**config.mk**
```make
export PLATFORM = sky130hd
export DESIGN_NAME = stereo_linear_resampler
export DESIGN_NICKNAME = d
export VERILOG_FILES = /design/src/design/slr_pkg.sv /design/src/design/stereo_linear_resampler.sv /design/src/design/slr_regs.sv /design/src/design/slr_ctrl.sv /design/src/design/slr_datapath.sv
export VERILOG_INCLUDE_DIRS = /design/src /design/src/design
export SDC_FILE = /design/constraint.sdc
export NUM_CORES = 2
export LEC_CHECK = 0
export BUFFER_PORTS_ARGS = -buffer_cell sky130_fd_sc_hd__clkbuf_2
export CAP_MARGIN = 10
export CORE_ASPECT_RATIO = 1.1
export CORE_UTILIZATION = 55
export DETAILED_ROUTE_END_ITERATION = 8
export PLACE_DENSITY_LB_ADDON = 0.05
export REMOVE_ABC_BUFFERS = 1
export SETUP_SLACK_MARGIN = 0.5
export SYNTH_ARGS = -nofsm -noshare
export SYNTH_HDL_FRONTEND = slang
export SYNTH_SLANG_ARGS = --single-unit
export TNS_END_PERCENT = 1
```
**constraint.sdc**
```tcl
create_clock -name clk -period 19 [get_ports clk]
set_input_delay 0.95 -clock clk [delete_from_list [all_inputs] [get_ports clk]]
set_output_delay 0.95 -clock clk [all_outputs]
set_load 0.05 [all_outputs]
```
**src/design/stereo_linear_resampler_assert.svh**
```systemverilog
// ----------------------------------------------------------------------------
// stereo linear resampler assertion macros
// shared concurrent checks, clocked on the rising edge, disabled in reset
// ----------------------------------------------------------------------------
`ifndef STEREO_LINEAR_RESAMPLER_ASSERT_SVH
`define STEREO_LINEAR_RESAMPLER_ASSERT_SVH

// same-cycle implication
`define SLR_ASSERT_SAME(label, clk, rst_n, ante, cons) \
	label: assert property (@(posedge clk) disable iff (!rst_n) (ante) |-> (cons)) \
		else $error("stereo_linear_resampler: same-cycle check failed");

// next-cycle implication
`define SLR_ASSERT_NEXT(label, clk, rst_n, ante, cons) \
	label: assert property (@(posedge clk) disable iff (!rst_n) (ante) |=> (cons)) \
		else $error("stereo_linear_resampler: next-cycle check failed");

`endif

```
**src/design/slr_pkg.sv**
```systemverilog
// ----------------------------------------------------------------------------
// slr_pkg
// shared types and constants of the stereo linear resampler
// ----------------------------------------------------------------------------
`default_nettype none

package slr_pkg;

	// most results one input frame can produce
	localparam int MAX_RESULTS = 8;
	localparam int CNT_W       = $clog2(MAX_RESULTS);

	// output format
	localparam int OUT_BITS = 16;
	localparam logic signed [OUT_BITS-1:0] OUT_MAX = 16'sh7FFF;
	localparam logic signed [OUT_BITS-1:0] OUT_MIN = 16'sh8000;
	localparam logic [OUT_BITS:0] MAG_LIMIT_POS = 17'd32767;
	localparam logic [OUT_BITS:0] MAG_LIMIT_NEG = 17'd32768;

	// scale factor 32767 = 2^15 - 1
	localparam int SCALE_LOG2 = 15;

	// register file
	localparam int APB_ADDR_W = 3;
	localparam logic REG_PHASE_STEP = 1'b0;

	typedef enum logic [1:0] {
		ST_IDLE = 2'b01,
		ST_RUN  = 2'b10
	} slr_state_t;

	typedef struct packed {
		logic load_first;
		logic load_next;
		logic skip;
		logic issue;
		logic issue_last;
	} slr_cmd_t;

	typedef struct packed {
		logic have_prev;
		logic phase_lt_one;
		logic sum_lt_one;
		logic adv;
	} slr_status_t;

endpackage

`default_nettype wire

```
**src/design/stereo_linear_resampler.sv**
```systemverilog
// ----------------------------------------------------------------------------
// stereo_linear_resampler
// linear-interpolation sample rate converter for stereo frames
// ----------------------------------------------------------------------------
// usage:
//   s_* stream: one stereo input frame per transfer, signed fractions.
//   m_* stream: interpolated frames as rounded, saturated int16 pairs;
//     m_tlast marks the final result produced for an input frame.
//   apb port: register 0 at byte address 0 is the Q2.F phase step
//     (input frames per output frame), reset value 1.0.
// input: a frame yielding k results (0 to 8) closes the input until its
//   last result is issued (a frame with none leaves it open), one result
//   per cycle while the output does not stall; the first frame after
//   reset is stored only and yields no result.
// path: a frame's first result is issued, then passes four pipeline stages.
// reset: previous frame, phase and pipeline are cleared, the step goes
//   back to 1.0; the next frame is again treated as the first.
// stall: while m_tvalid is high and m_tready low the whole pipeline holds
//   and no new result is issued; a frame can still be taken while the
//   pipe drains results of the one before.
// ----------------------------------------------------------------------------
`default_nettype none

`include "stereo_linear_resampler_assert.svh"

module stereo_linear_resampler import slr_pkg::*; #(
	parameter int SAMPLE_BITS     = 24,
	parameter int PHASE_FRAC_BITS = 16
) (
	input  wire logic                    clk,
	input  wire logic                    arst_n,
	// input stream
	input  wire logic                    s_tvalid,
	output logic                         s_tready,
	// [SAMPLE_BITS-1:0] left_sample, [2*SAMPLE_BITS-1:SAMPLE_BITS] right_sample
	input  wire logic [((2*SAMPLE_BITS+7)/8)*8-1:0] s_tdata,
	// output stream
	output logic                         m_tvalid,
	input  wire logic                    m_tready,
	// [15:0] left_out, [31:16] right_out
	output logic [2*OUT_BITS-1:0]        m_tdata,
	// last_of_run
	output logic                         m_tlast,
	// configuration
	input  wire logic                    psel,
	input  wire logic                    penable,
	input  wire logic                    pwrite,
	input  wire logic [APB_ADDR_W-1:0]   paddr,
	input  wire logic [31:0]             pwdata,
	output logic      [31:0]             prdata,
	output logic                         pready
);

	localparam int S = SAMPLE_BITS;

	slr_cmd_t                      cmd;
	slr_status_t                   status;
	logic [PHASE_FRAC_BITS+1:0]    phase_step;
	logic signed [S-1:0]           left_sample;
	logic signed [S-1:0]           right_sample;
	logic signed [OUT_BITS-1:0]    left_out;
	logic signed [OUT_BITS-1:0]    right_out;

	// unpack the input frame, lowest field first
	assign left_sample  = s_tdata[S-1:0];
	assign right_sample = s_tdata[2*S-1:S];

	// phase step register
	slr_regs #(
		.PHASE_FRAC_BITS (PHASE_FRAC_BITS)
	) u_regs (
		.clk        (clk),
		.arst_n     (arst_n),
		.psel       (psel),
		.penable    (penable),
		.pwrite     (pwrite),
		.paddr      (paddr),
		.pwdata     (pwdata),
		.prdata     (prdata),
		.pready     (pready),
		.phase_step (phase_step)
	);

	// sequencer: frame accept, run of issues, run end
	slr_ctrl u_ctrl (
		.clk      (clk),
		.arst_n   (arst_n),
		.s_tvalid (s_tvalid),
		.s_tready (s_tready),
		.status   (status),
		.cmd      (cmd)
	);

	// storage, phase and interpolation pipe
	slr_datapath #(
		.SAMPLE_BITS     (SAMPLE_BITS),
		.PHASE_FRAC_BITS (PHASE_FRAC_BITS)
	) u_datapath (
		.clk          (clk),
		.arst_n       (arst_n),
		.left_sample  (left_sample),
		.right_sample (right_sample),
		.phase_step   (phase_step),
		.cmd          (cmd),
		.status       (status),
		.m_tready     (m_tready),
		.m_tvalid     (m_tvalid),
		.left_out     (left_out),
		.right_out    (right_out),
		.last_of_run  (m_tlast)
	);

	// pack the result, lowest field first
	assign m_tdata = {right_out, left_out};

	// no issue while the input side is open
	`SLR_ASSERT_SAME(a_no_issue_when_idle, clk, arst_n, s_tready, !cmd.issue)
	// a frame with no result leaves the input open
	`SLR_ASSERT_NEXT(a_skip_stays_idle, clk, arst_n, cmd.skip, s_tready)
	// the final issue of a run reopens the input
	`SLR_ASSERT_NEXT(a_last_ends_run, clk, arst_n, cmd.issue_last, s_tready)
	// the first frame is remembered
	`SLR_ASSERT_NEXT(a_first_sets_prev, clk, arst_n, cmd.load_first, status.have_prev)

endmodule

`default_nettype wire

```
**src/design/slr_regs.sv**
```systemverilog
// ----------------------------------------------------------------------------
// slr_regs
// apb register file holding the phase step
// ----------------------------------------------------------------------------
`default_nettype none

module slr_regs import slr_pkg::*; #(
	parameter int PHASE_FRAC_BITS = 16
) (
	input  wire logic                        clk,
	input  wire logic                        arst_n,
	input  wire logic                        psel,
	input  wire logic                        penable,
	input  wire logic                        pwrite,
	input  wire logic [APB_ADDR_W-1:0]       paddr,
	input  wire logic [31:0]                 pwdata,
	output logic      [31:0]                 prdata,
	output logic                             pready,
	output logic      [PHASE_FRAC_BITS+1:0]  phase_step
);

	localparam int ST_W = PHASE_FRAC_BITS + 2;
	localparam logic [ST_W-1:0] STEP_RESET = ST_W'(1) << PHASE_FRAC_BITS;

	logic [ST_W-1:0] step_q;
	logic            wr_en;
	logic            reg_idx;

	assign pready  = 1'b1;
	assign reg_idx = paddr[APB_ADDR_W-1];
	assign wr_en   = psel && penable && pwrite && pready;

	always_ff @(posedge clk or negedge arst_n) begin
		if (!arst_n) begin
			step_q <= STEP_RESET;
		end else if (wr_en && (reg_idx == REG_PHASE_STEP)) begin
			step_q <= pwdata[ST_W-1:0];
		end
	end

	always_comb begin
		case (reg_idx)
			REG_PHASE_STEP: prdata = 32'(step_q);
			default:        prdata = 32'd0;
		endcase
	end

	assign phase_step = step_q;

endmodule

`default_nettype wire

```
**src/design/slr_ctrl.sv**
```systemverilog
// ----------------------------------------------------------------------------
// slr_ctrl
// frame sequencer: accepts frames and, while the output does not stall, issues one interpolation per cycle
// ----------------------------------------------------------------------------
`default_nettype none

module slr_ctrl import slr_pkg::*; (
	input  wire logic        clk,
	input  wire logic        arst_n,
	input  wire logic        s_tvalid,
	output logic             s_tready,
	input  wire slr_status_t status,
	output slr_cmd_t         cmd
);

	slr_state_t       state_q;
	logic [CNT_W-1:0] cnt_q;
	logic             accept;

	assign s_tready = (state_q == ST_IDLE);
	assign accept   = s_tvalid && s_tready;

	always_comb begin
		cmd            = '0;
		cmd.load_first = accept && !status.have_prev;
		cmd.load_next  = accept && status.have_prev;
		cmd.skip       = cmd.load_next && !status.phase_lt_one;
		cmd.issue      = (state_q == ST_RUN) && status.adv;
		cmd.issue_last = cmd.issue &&
			(!status.sum_lt_one || (cnt_q == CNT_W'(MAX_RESULTS - 1)));
	end

	always_ff @(posedge clk or negedge arst_n) begin
		if (!arst_n) begin
			state_q <= ST_IDLE;
			cnt_q   <= '0;
		end else begin
			case (state_q)
				ST_IDLE: begin
					if (cmd.load_next && status.phase_lt_one) begin
						state_q <= ST_RUN;
						cnt_q   <= '0;
					end
				end
				ST_RUN: begin
					if (cmd.issue) begin
						cnt_q <= cnt_q + CNT_W'(1);
						if (cmd.issue_last) begin
							state_q <= ST_IDLE;
						end
					end
				end
				default: begin
					state_q <= ST_IDLE;
				end
			endcase
		end
	end

endmodule

`default_nettype wire

```
**src/design/slr_datapath.sv**
```systemverilog
// ----------------------------------------------------------------------------
// slr_datapath
// frame storage, phase accumulator and four-stage interpolation pipeline
// ----------------------------------------------------------------------------
`default_nettype none

module slr_datapath import slr_pkg::*; #(
	parameter int SAMPLE_BITS     = 24,
	parameter int PHASE_FRAC_BITS = 16
) (
	input  wire logic                              clk,
	input  wire logic                              arst_n,
	input  wire logic signed [SAMPLE_BITS-1:0]     left_sample,
	input  wire logic signed [SAMPLE_BITS-1:0]     right_sample,
	input  wire logic        [PHASE_FRAC_BITS+1:0] phase_step,
	input  wire slr_cmd_t                          cmd,
	output slr_status_t                            status,
	input  wire logic                              m_tready,
	output logic                                   m_tvalid,
	output logic signed      [OUT_BITS-1:0]        left_out,
	output logic signed      [OUT_BITS-1:0]        right_out,
	output logic                                   last_of_run
);

	localparam int S    = SAMPLE_BITS;
	localparam int F    = PHASE_FRAC_BITS;
	localparam int PH_W = F + 3;
	localparam int D_W  = S + 1;
	localparam int P_W  = S + F + 2;
	localparam int M_W  = S + F;
	localparam int SH   = S - 1 + F;
	localparam int X_W  = M_W + SCALE_LOG2;
	localparam logic [PH_W-1:0] PHASE_ONE = PH_W'(1) << F;

	logic signed [S-1:0]   cur     [2];
	logic signed [S-1:0]   prev_q  [2];
	logic signed [S-1:0]   base_q  [2];
	logic signed [D_W-1:0] diff_q  [2];
	logic                  have_prev_q;
	logic [PH_W-1:0]       phase_q;
	logic [PH_W-1:0]       sum;
	logic                  adv;

	logic signed [P_W-1:0] prod     [2];
	logic signed [P_W-1:0] prod_s1  [2];
	logic signed [S-1:0]   base_s1  [2];
	logic signed [P_W-1:0] y        [2];
	logic signed [P_W-1:0] y_s2     [2];
	logic [M_W-1:0]        mag      [2];
	logic [M_W-1:0]        mag_s3   [2];
	logic                  neg_s3   [2];
	logic signed [OUT_BITS-1:0] res [2];
	logic signed [OUT_BITS-1:0] out_s4 [2];
	logic v_s1, v_s2, v_s3, v_s4;
	logic last_s1, last_s2, last_s3, last_s4;

	assign cur[0] = left_sample;
	assign cur[1] = right_sample;

	assign sum = phase_q + PH_W'(phase_step);
	assign adv = !v_s4 || m_tready;

	assign status.have_prev    = have_prev_q;
	assign status.phase_lt_one = (phase_q[PH_W-1:F] == '0);
	assign status.sum_lt_one   = (sum[PH_W-1:F] == '0);
	assign status.adv          = adv;

	// frame storage and phase accumulator
	always_ff @(posedge clk or negedge arst_n) begin
		if (!arst_n) begin
			have_prev_q <= 1'b0;
			phase_q     <= '0;
			prev_q[0]   <= '0;
			prev_q[1]   <= '0;
		end else begin
			if (cmd.load_first || cmd.load_next) begin
				prev_q[0] <= cur[0];
				prev_q[1] <= cur[1];
			end
			if (cmd.load_first) begin
				have_prev_q <= 1'b1;
			end
			if (cmd.skip) begin
				phase_q <= phase_q - PHASE_ONE;
			end else if (cmd.issue) begin
				if (!cmd.issue_last) begin
					phase_q <= sum;
				end else if (status.sum_lt_one) begin
					phase_q <= '0;
				end else begin
					phase_q <= sum - PHASE_ONE;
				end
			end
		end
	end

	always_ff @(posedge clk) begin
		if (cmd.load_next) begin
			for (int i = 0; i < 2; i++) begin
				base_q[i] <= prev_q[i];
				diff_q[i] <= D_W'(cur[i]) - D_W'(prev_q[i]);
			end
		end
	end

	// per-lane arithmetic
	always_comb begin
		logic [X_W-1:0]      x;
		logic [OUT_BITS-1:0] q;
		logic                up;
		logic [OUT_BITS:0]   qr;
		for (int i = 0; i < 2; i++) begin
			prod[i] = P_W'(diff_q[i]) * P_W'($signed({1'b0, phase_q[F-1:0]}));
			y[i]    = (P_W'(base_s1[i]) <<< F) + prod_s1[i];
			mag[i]  = y_s2[i][P_W-1] ? M_W'(-y_s2[i]) : M_W'(y_s2[i]);

			// mag * 32767, round to nearest with ties to even, saturate
			x  = {mag_s3[i], {SCALE_LOG2{1'b0}}} - X_W'(mag_s3[i]);
			q  = x[X_W-1:SH];
			up = x[SH-1] && ((|x[SH-2:0]) || q[0]);
			qr = {1'b0, q} + (OUT_BITS+1)'(up);
			if (neg_s3[i]) begin
				res[i] = (qr > MAG_LIMIT_NEG) ? OUT_MIN : OUT_BITS'(-qr);
			end else begin
				res[i] = (qr > MAG_LIMIT_POS) ? OUT_MAX : qr[OUT_BITS-1:0];
			end
		end
	end

	// pipeline control, whole pipe holds while the output waits
	always_ff @(posedge clk or negedge arst_n) begin
		if (!arst_n) begin
			v_s1 <= 1'b0;
			v_s2 <= 1'b0;
			v_s3 <= 1'b0;
			v_s4 <= 1'b0;
		end else if (adv) begin
			v_s1 <= cmd.issue;
			v_s2 <= v_s1;
			v_s3 <= v_s2;
			v_s4 <= v_s3;
		end
	end

	always_ff @(posedge clk) begin
		if (adv) begin
			last_s1 <= cmd.issue_last;
			last_s2 <= last_s1;
			last_s3 <= last_s2;
			last_s4 <= last_s3;
			for (int i = 0; i < 2; i++) begin
				prod_s1[i] <= prod[i];
				base_s1[i] <= base_q[i];
				y_s2[i]    <= y[i];
				mag_s3[i]  <= mag[i];
				neg_s3[i]  <= y_s2[i][P_W-1];
				out_s4[i]  <= res[i];
			end
		end
	end

	assign m_tvalid    = v_s4;
	assign left_out    = out_s4[0];
	assign right_out   = out_s4[1];
	assign last_of_run = last_s4;

endmodule

`default_nettype wire
```
==> run_results.csv <==
group,metric,value,unit
outcome,status,"finished clean",
logic_synthesis,syn-instance-count,5954,
global_routing,gr-total-overflow,0,
placement,finalWeightedCongestion,0.892,
logic_synthesis,synth_most_common_cell,"inv_1",
floorplan,coreArea,104000,sq um
clocking,cts_buffers,59,
critical_path,crit_buf_inv,4,
detailed_routing,routed_wl,134000,um
critical_path,cpMostUsedCell,"fa_1",
floorplan,initial_core_util,55.8,%
critical_path,crit_family,"adder cells",
global_routing,grt_start_max_net_pins,171,
detailed_routing,dr.pass1.iters,5,
clocking,root_buffer,"clkbuf_16",
floorplan,die_area,107000,sq um
final_layout,synthToLayoutAreaGrowth,6.61,%
final_layout,drive_above_1_share,6.21,%
sta,tightest_slew,1090,ps
detailed_routing,post_drt_wl_per_cell,18.1,um
logic_synthesis,postSynth.asyncResetShare,18.1,%
clocking,ctsHtreeMaxLevel,2,
logic_synthesis,syn_area_per_cell,9.78,sq um
critical_path,cp-start-kind,"flop",
sta,min_period_over_period,45.7,%
logic_synthesis,synthFlopType,"edfxtp_1",
sta,hold_viol,0,
logic_synthesis,yosys-top-cells-count,"inv_1 (1,143), fa_1 (787), nand2_1 (746), edfxtp_1 (430), ha_1 (386)",
floorplan,die_x,312,um
min_path,hp-class,"input port to async pin",
global_routing,antenna_found_initial,1,
final_layout,n_antenna_cell,0,
clocking,cts.sinks,525,
detailed_routing,ant_nets,0,
clocking,post_cts_buffers,0,
logic_synthesis,synthTopCellsByArea,"fa_1 (27%), edfxtp_1 (22%), ha_1 (8.3%), inv_1 (7.4%), nand2_1 (4.8%)",
logic_synthesis,netlist_area,58200,sq um
sta,setup-tns-final,0,ps
sta,setup_viol,0,
logic_synthesis,ys_ff_latch,525,
critical_path,critical_path_class,"flop to flop",
sta,relSlewSlack,27.6,%
logic_synthesis,yosys.area.top_type_share,27.1,%
logic_synthesis,synth_edf_count,430,
critical_path,slowest_delay,840,ps
logic_synthesis,synthDistinctLibCells,118,
global_routing,grt_first_pass_wirelength,219000,um
final_layout,multiInputGateArea,37800,sq um
final_layout,regArea,15300,sq um
clocking,post_cts_resized,0,
detailed_routing,drtIter0Drc,2224,
final_layout,finalNetCount,7235,
clocking,insertion_delay,670,ps
sta,min_period,8680,ps
clocking,clkSlewWorstSetupHoldPaths,60,ps
critical_path,worst_setup_path_end_kind,"flop",
clocking,holdBufCountCts,0,
detailed_routing,drt-vias-per-instance,5.48,
placement,io_buffers,126,
logic_synthesis,ys_seq_area_share,26.3,%
clocking,cts_tree,"done",
critical_path,crit_slowest_cell,"dfrtp_2",
job,drv_cap,0,
floorplan,fp.dieH,343,um
floorplan,rows,124,
floorplan,io-pin-count,158,
sta,fin_skew,19.2,ps
critical_path,arrival,9080,ps
detailed_routing,drc,0,
global_routing,grt_pass1_vias,41900,
logic_synthesis,synth_warnings,0,
sta,fmax,0.115,GHz
critical_path,crit_fanout,31,
global_routing,grt_usage,25.7,%
placement,dp_hpwl,102000,um
clocking,clk_path_buf_depth,3,
logic_synthesis,synth_top_area_cell,"fa_1",
final_layout,nFillCells,9093,
critical_path,required,19400,ps
detailed_routing,vias,40600,
sta,finalMaxSlewViolations,0,
sta,rsz0062_at_grt,"no",
## worst reg2reg max path, delay by kind of cell (launching register included)
kind / cells / cell delay [ps]
fa+ha+maj: 7 / 3300
compound gates: 11 / 3300
flops: 1 / 840
buf+inv: 4 / 590
simple gates: 3 / 300
xor+xnor: 1 / 80
## registers in the layout (all words and copies together), names as in the netlist, 2 cells and up
| name | count |
|---|---|
| u_datapath.mag_s3 | 80 |
| u_datapath.base_s1 | 48 |
| u_datapath.out_s4 | 32 |
| u_datapath.y_s2 | 82 |
| u_datapath.prod_s1 | 84 |
| u_regs.phase_step | 18 |
| u_datapath.base_q | 48 |
| u_datapath.diff_q | 50 |
| u_ctrl.state_q | 2 |
| u_ctrl.cnt_q | 3 |
| u_datapath.neg_s3 | 2 |
| u_datapath.phase_q | 19 |
| u_datapath.prev_q | 48 |
## metrics by stage
step	setup slack [ps]	hold WS, ps	instance area (sq um)	utilization, %	cells
floorplan	6580	400	57400	-	5754
global placement	10410	401	60000	57.5	7297
detailed placement	10400	405	60000	57.5	7297
CTS	10370	313	62100	59.4	7408
global route	9920	338	62100	59.4	7408
finish	10320	325	62100	59.4	7408
## cells by family (layout without fill, tap and decap cells)
group,after synthesis,after routing,synth area share (%)
simple gates,1747,1747,14.7
buf+inv,1359,1414,8.89
fa+ha+maj,1173,1173,35.4
compound gates,821,821,9.67
flops,525,525,26.3
xor+xnor,295,295,4.48
mux,32,32,0.593
other cells,2,15,0.0129
## metal layers
metal | up-vias | part of all wire (%) | GRT usage, %
li1 | 19200 | - | -
met1 | 20400 | 43 | 33.3
met2 | 844 | 51 | 46.0
met3 | 212 | 3.9 | 2.72
met4 | 2 | 2.3 | 6.63
met5 | - | 0.0097 | 0
## cells in the final DEF (no fill, tap or decap), types with 26 or more instances in the layout
| cell type | Yosys | layout |
|---|---|---|
| inv_1 | 1143 | 1143 |
| fa_1 | 787 | 787 |
| nand2_1 | 746 | 746 |
| edfxtp_1 | 430 | 430 |
| ha_1 | 386 | 386 |
| and2_1 | 339 | 338 |
| xnor2_1 | 253 | 253 |
| o21ai_0 | 205 | 205 |
| nor2_1 | 199 | 198 |
| a21oi_1 | 164 | 164 |
| clkbuf_2 | 0 | 125 |
| dfrtp_1 | 93 | 82 |
| nor3_1 | 80 | 80 |
| nand3_1 | 75 | 75 |
| a21o_1 | 61 | 61 |
| clkbuf_16 | 0 | 59 |
| nor2b_1 | 52 | 52 |
| nand2b_1 | 43 | 43 |
| or3_1 | 41 | 41 |
| nand4_1 | 40 | 40 |
| xor2_1 | 39 | 39 |
| o21a_1 | 37 | 37 |
| a31oi_1 | 31 | 31 |
| buf_4 | 16 | 31 |
| o31ai_1 | 30 | 30 |
| and3_1 | 26 | 26 |
| a21boi_0 | 26 | 26 |
## area by class of cell
cell class	instances	share of cell area, %
multi-input combinational	4083	60.9
sequential	525	24.7
inverter	1146	6.94
tap	1386	2.79
clock buffer	84	2.68
timing repair buffer	157	1.42
clock inverter	27	0.593
## path summary, 6_finish.rpt
check                                                   start                                  end  slack, ps  depth (start not counted)
hold / removal                                         arst_n    u_datapath.prev_q[46]$_DFFE_PN0P_        320                          1
setup / recovery            u_datapath.phase_q[4]$_DFFE_PN0P_  u_datapath.prod_s1[0][82]$_DFFE_PP_      10320                         26
max in group asynchronous                              arst_n     u_datapath.prev_q[9]$_DFFE_PN0P_      17390                          2
min in group clk           u_datapath.base_q[0][34]$_DFFE_PP_  u_datapath.base_s1[0][34]$_DFFE_PP_        410                          0
hold reg to reg            u_datapath.base_q[0][34]$_DFFE_PP_  u_datapath.base_s1[0][34]$_DFFE_PP_        410                          0
setup reg to reg            u_datapath.phase_q[4]$_DFFE_PN0P_  u_datapath.prod_s1[0][82]$_DFFE_PP_      10320                         26
Power is left out: the tool's default activity adds up to more than one toggle a clock period on the data nets, which glitch-free logic cannot reach.
